## src/rtl/ratiometric_voltage_statistics_macros.svh

```systemverilog
// assertion macros for the ratiometric voltage statistics block
`ifndef RATIOMETRIC_VOLTAGE_STATISTICS_MACROS_SVH
`define RATIOMETRIC_VOLTAGE_STATISTICS_MACROS_SVH

// same-cycle implication, disabled during reset
`define RVS_ASSERT_NOW(label, clk, rst_n, ante, cons, msg) \
  label: assert property (@(posedge clk) disable iff (!rst_n) (ante) |-> (cons)) \
    else $error(msg);

// next-cycle implication, disabled during reset
`define RVS_ASSERT_NEXT(label, clk, rst_n, ante, cons, msg) \
  label: assert property (@(posedge clk) disable iff (!rst_n) (ante) |=> (cons)) \
    else $error(msg);

`endif

```

## src/rtl/rvs_pkg.sv

```systemverilog
// types, constants and widths shared by the voltage statistics block
`timescale 1ns / 1ps

package rvs_pkg;

  // converter resolution in bits
  localparam int unsigned ADC_BITS = 10;

  localparam int unsigned RD_W    = 10;
  localparam int unsigned SCALE_W = 10;
  localparam int unsigned VOLT_W  = 16;
  localparam int unsigned SUM_W   = 48;
  localparam int unsigned CNT_W   = 32;

  localparam int unsigned RD_BITS = (ADC_BITS < RD_W) ? ADC_BITS : RD_W;
  localparam logic [RD_W-1:0] RD_MASK = {RD_W{1'b1}} >> (RD_W - RD_BITS);

  localparam int unsigned TOT_W  = RD_W + 2;
  localparam int unsigned PROD_W = TOT_W + SCALE_W;

  // shared divider geometry
  localparam int unsigned DIV_W  = PROD_W - 2;
  localparam int unsigned REM_W  = CNT_W;
  localparam int unsigned STEP_W = $clog2(DIV_W + 1);
  localparam int unsigned AVG_STEPS = VOLT_W;

  localparam logic [SCALE_W-1:0] SCALE_RESET = SCALE_W'(120);
  localparam logic [VOLT_W-1:0]  VOLT_MAX    = {VOLT_W{1'b1}};
  localparam logic [CNT_W-1:0]   COUNT_FULL  = {CNT_W{1'b1}};
  localparam logic [REM_W-1:0]   READINGS    = REM_W'(3);

  // divide by three as a reciprocal multiply, exact for products below 2^23
  localparam int unsigned RECIP_SH = 23;
  localparam int unsigned RECIP_W  = RECIP_SH + DIV_W;
  localparam logic [PROD_W-1:0] RECIP3 =
    PROD_W'(((64'd1 << RECIP_SH) + 64'(READINGS) - 64'd1) / 64'(READINGS));

  typedef struct packed {
    logic              start;
    logic [REM_W-1:0]  rem_init;
    logic [DIV_W-1:0]  dividend;
    logic [REM_W-1:0]  divisor;
    logic [STEP_W-1:0] steps;
  } div_req_t;

  typedef struct packed {
    logic             busy;
    logic             done;
    logic [DIV_W-1:0] quotient;
  } div_sts_t;

endpackage

```

## src/rtl/rvs_divider.sv

```systemverilog
// shared restoring divider, one quotient bit per clock
`timescale 1ns / 1ps

module rvs_divider
  import rvs_pkg::*;
(
  input  logic     clk,
  input  logic     rst_n,
  input  div_req_t req,
  output div_sts_t sts
);

  logic              busy_r;
  logic              done_r;
  logic [STEP_W-1:0] cnt_r;
  logic [REM_W-1:0]  rem_r;
  logic [DIV_W-1:0]  sh_r;
  logic [REM_W-1:0]  divisor_r;

  logic [REM_W:0]   cand;
  logic [REM_W+1:0] diff;
  logic             ge;

  // shift the next dividend bit into the partial remainder and trial-subtract
  assign cand = {rem_r, sh_r[DIV_W-1]};
  assign diff = {1'b0, cand} - {2'b00, divisor_r};
  assign ge   = ~diff[REM_W+1];

  always_ff @(posedge clk) begin
    if (!rst_n) begin
      busy_r <= 1'b0;
      done_r <= 1'b0;
      cnt_r  <= '0;
    end else begin
      done_r <= 1'b0;
      if (busy_r) begin
        rem_r <= ge ? diff[REM_W-1:0] : cand[REM_W-1:0];
        sh_r  <= {sh_r[DIV_W-2:0], ge};
        cnt_r <= cnt_r - STEP_W'(1);
        if (cnt_r == STEP_W'(1)) begin
          busy_r <= 1'b0;
          done_r <= 1'b1;
        end
      end else if (req.start) begin
        rem_r     <= req.rem_init;
        sh_r      <= req.dividend;
        divisor_r <= req.divisor;
        cnt_r     <= req.steps;
        busy_r    <= 1'b1;
      end
    end
  end

  assign sts.busy     = busy_r;
  assign sts.done     = done_r;
  assign sts.quotient = sh_r;

endmodule

```

## config.mk

```make
export PLATFORM = sky130hd
export DESIGN_NAME = rvs_divider
export DESIGN_NICKNAME = d
export VERILOG_FILES = /design/src/rtl/ratiometric_voltage_statistics_macros.svh /design/src/rtl/rvs_pkg.sv /design/src/rtl/rvs_divider.sv
export SDC_FILE = /design/constraint.sdc
export NUM_CORES = 1
export LEC_CHECK = 0
export BUFFER_PORTS_ARGS = -buffer_cell sky130_fd_sc_hd__buf_2
export CORE_AREA = 2 2 88 132
export CTS_BUF_LIST = sky130_fd_sc_hd__clkbuf_8
export DETAILED_ROUTE_END_ITERATION = 12
export DIE_AREA = 0 0 90 134
export PLACE_DENSITY = 0.75
export SLEW_MARGIN = 20
export SYNTH_ARGS = -nofsm -noshare
export SYNTH_HDL_FRONTEND = slang
export SYNTH_SLANG_ARGS = --single-unit
```

## constraint.sdc

```tcl
create_clock -name clk -period 4.02 [get_ports clk]
set_input_delay 0.804 -clock clk [delete_from_list [all_inputs] [get_ports clk]]
set_output_delay 0.804 -clock clk [all_outputs]
set_load 0.01 [all_outputs]
```

==> impl_metrics.py <==
metrics = {
    "run_status": {
        "status": "finished clean",
    },
    "yosys": {
        "synth_edf_count": 84,
        "synthMuxAreaShare": 0.08532,
        "synth_compound_area_frac": 0.1575,
        "netlist_area_sq_mm": 0.005822,
        "ys_async_sr_fraction": 0,
        "yosys.area_share.adder": 0.07651,
        "synth_top_family_by_area": "compound AO/OA/AOI/OAI gates",
        "ys_top_cells_by_area": "edfxtp_1 43%, ha_1 7.3%, a21oi_1 5.2%",
        "synthDistinctLibCells": 68,
        "synthXorXnorAreaFrac": 0.03761,
        "synth_warnings": 0,
        "synth_top_area_share": 0.4333,
        "yosysTopAreaCell": "edfxtp_1",
        "ys_seq_area_frac": 0.4573,
        "yosys_most_used_dff": "edfxtp_1",
        "avgSynthCellArea_sq_um": 10.41,
        "synth_simple_gate_area_frac": 0.1272,
        "synthCells": 559,
        "ys_ff_latch": 91,
        "synth_nets": 686,
    },
    "clock_tree": {
        "clockBufferDepth": 2,
        "cts_resized": 0,
        "holdBufCountCts": 0,
        "cts.sinks": 91,
        "clkLatencyLatePin_ns": 0.37,
        "clk_pin_slew_ns": 0.09,
        "htreeDepth": 3,
        "cts_tree": "built",
        "cts_buffers": 9,
        "cts_setup_buffers": 0,
        "cts_root_buf": "clkbuf_8",
    },
    "power_and_ir_drop": {
        "pwr-share-comb": 0.259,
        "p_leak_nw": 2.933,
        "swShare": 0.3061,
        "vdd_drop_max_mv": 0.2270,
        "p_seq_frac": 0.472,
        "intPower_w": 0.001702,
        "power.density_mw_per_mm2": 368.2,
        "power.switching_w": 0.0007507,
        "clkPwrFrac": 0.268,
    },
    "die": {
        "core-area_sq_mm": 0.01094,
        "die_h_um": 134,
        "initial_core_util": 0.5323,
        "rows": 47,
        "ios": 114,
        "die_w_um": 90,
        "die-area_sq_mm": 0.01206,
    },
    "sta": {
        "worstMarginPinSlew_ns": 0.6767,
        "slew_violations": 0,
        "fin_crit_ns": 3.158,
        "setup-violations-final": 0,
        "setup_tns_ns": 0,
        "clock.fmax_mhz": 316.6,
        "skew_ns": 0.01466,
        "fin_crit_sh": 0.7856,
        "hold_viol_final": 0,
        "slew-limit-headroom": 0.5429,
        "rsz0062_at_grt": "no",
    },
    "drt": {
        "drt-total-wl_um": 13130,
        "wl_per_cell_um": 16.08,
        "num_vias": 4537,
        "dr.pass1.iters": 5,
        "drc": 0,
        "ant_nets": 0,
        "routed_via_density": 5.553,
        "drt_iter0_markers": 208,
    },
    "critical_path": {
        "rrSetupSlack_ns": 0.86,
        "reg2reg_from": "rem_r[19]$_DFFE_PP_",
        "critPathArrivalTime_ns": 3.25,
        "reg2reg_depth": 10,
        "endpoint_kind": "flip-flop",
        "crit_required_ns": 4.11,
        "startpoint_type": "flip-flop",
        "r2r_end": "rem_r[29]$_DFFE_PP_",
        "crit_start": "rem_r[19]$_DFFE_PP_",
        "cp_max_fo": 14,
        "path_class": "reg2reg",
    },
    "layout": {
        "final_cell_area_sq_mm": 0.006660,
        "drive_gt1_frac": 0.2597,
        "area_delta_synth_final_pct": 14.40,
        "mostFrequentLayoutCell": "buf_2",
        "final_nets": 792,
        "final_cell_mix": "113 x buf_2, 84 x edfxtp_1, 61 x a21oi_1",
        "antenna_cells": 0,
        "nFillCells": 961,
    },
    "worst_hold_path": {
        "hold_path_end": "cnt_r[3]$_SDFFE_PN0N_",
        "worstHoldStart": "cnt_r[3]$_SDFFE_PN0N_",
        "whs_path_depth": 2,
        "hold_path.class": "reg2reg",
    },
    "global_route": {
        "grt_overflow": 0,
        "grt_max_degree": 63,
        "grt_pass1_wl_um": 21530,
        "grt_util_all_layers": 0.2220,
        "grt_pass1_vias": 4669,
        "antenna_found_initial": 0,
    },
    "placed_design": {
        "placed_area_sq_mm": 0.006454,
        "hpwlAfterDp_um": 9884,
        "port_buffers": 113,
        "gp_congestion": 0.8745,
    },
    "job": {
        "maxCapViolCount": 0,
    },
}
## state kept, by name, summed over array words and instances (netlist names)
name       count
cnt_r          5
busy_r         1
sh_r          20
done_r         1
rem_r         32
divisor_r     32
## metrics by stage
| stage | power [W] | setup slack (ns) | std cells | util | hold WS (ns) |
|---|---|---|---|---|---|
| floorplan | 0.001655 | 0.3343 | 559 | - | 0.4732 |
| global placement | 0.001792 | 0.9823 | 801 | 0.5900 | 0.5085 |
| detailed placement | 0.001815 | 0.8768 | 801 | 0.5900 | 0.5344 |
| CTS | 0.002469 | 0.8517 | 817 | 0.6089 | 0.5475 |
| global route | 0.002583 | 0.6411 | 817 | 0.6089 | 0.5802 |
| finish | 0.002453 | 0.8618 | 817 | 0.6089 | 0.5527 |
## cell usage after synthesis, types with 2 or more instances
| cell type | number |
|---|---|
| edfxtp_1 | 84 |
| nor4_1 | 2 |
| o221ai_1 | 2 |
| o21ai_0 | 19 |
| a31oi_1 | 10 |
| buf_6 | 8 |
| nand3_1 | 9 |
| nor2_1 | 40 |
| clkbuf_1 | 9 |
| nor2b_1 | 11 |
| o21bai_1 | 4 |
| a21oi_1 | 61 |
| xnor2_1 | 17 |
| mux2i_1 | 26 |
| xor2_1 | 8 |
| a211oi_1 | 2 |
| mux2_2 | 21 |
| buf_4 | 4 |
| nand4_1 | 7 |
| a21o_1 | 15 |
| a21oi_4 | 2 |
| and2_1 | 6 |
| inv_1 | 46 |
| ha_1 | 34 |
| nand2_1 | 39 |
| and3_1 | 3 |
| or2_2 | 2 |
| a2bb2oi_1 | 2 |
| o21ai_1 | 3 |
| nor3_1 | 8 |
| and3_2 | 2 |
| o211ai_1 | 5 |
| nand2b_1 | 4 |
| and4_1 | 4 |
| dfxtp_1 | 7 |
## cell type report
class	count	area, sq um	area share
clock buffer	9	123.9	0.01860
clock inverter	7	82.58	0.01240
inverter	47	176.4	0.02649
multi-input combinational	398	2826	0.4244
sequential	91	2664	0.4000
tap	147	183.9	0.02762
timing repair buffer	118	603.1	0.09055
## power groups by stage
| stage | combinational [W] | sequential, W | clock (W) |
|---|---|---|---|
| 6_report | 0.000636 | 0.00116 | 0.000658 |
| 5_1_grt | 0.000710 | 0.00117 | 0.000706 |
| 4_1_cts | 0.000638 | 0.00116 | 0.000673 |
| 3_5_place_dp | 0.000636 | 0.00118 | 0 |
| 3_3_place_gp | 0.000615 | 0.00118 | 0 |
| 2_1_floorplan | 0.000481 | 0.00117 | 0 |
## kinds of logic after synthesis
family | count (synthesis)
muxes | 47
DFF | 91
adders and majority gates | 35
buffers and inverters | 70
and+or+nand+nor | 147
AOI/OAI and AO/OA | 144
xor gates and xnor gates | 25
## worst max-delay path, stage by stage, from the launching register on
cell and delay (ns):
edfxtp_1 0.41, ha_1 0.44, a21oi_1 0.30, nand2_1 0.08, o21ai_0 0.23, a21oi_1 0.15, o211ai_2 0.24, nand3_2 0.37
buf_4 0.36, mux2i_1 0.20, a21oi_1 0.09
## layer usage
metal,vias to the layer above,global-route usage,part of all wire
li1,2251,-,-
met1,2120,0.2530,0.40
met2,141,0.4152,0.53
met3,25,0.03933,0.052
met4,0,0.07863,0.019
met5,-,0,0
## worst max-delay path by stage
| stage | end | cells past startpoint |
|---|---|---|
| floorplan | rem_r[0]$_DFFE_PP_ | 2 |
| global placement | rem_r[29]$_DFFE_PP_ | 10 |
| detailed placement | rem_r[29]$_DFFE_PP_ | 10 |
| CTS | rem_r[29]$_DFFE_PP_ | 10 |
| global route | rem_r[29]$_DFFE_PP_ | 10 |
| finish | rem_r[29]$_DFFE_PP_ | 10 |
No activity file was read; power rests on OpenSTA's default activity.
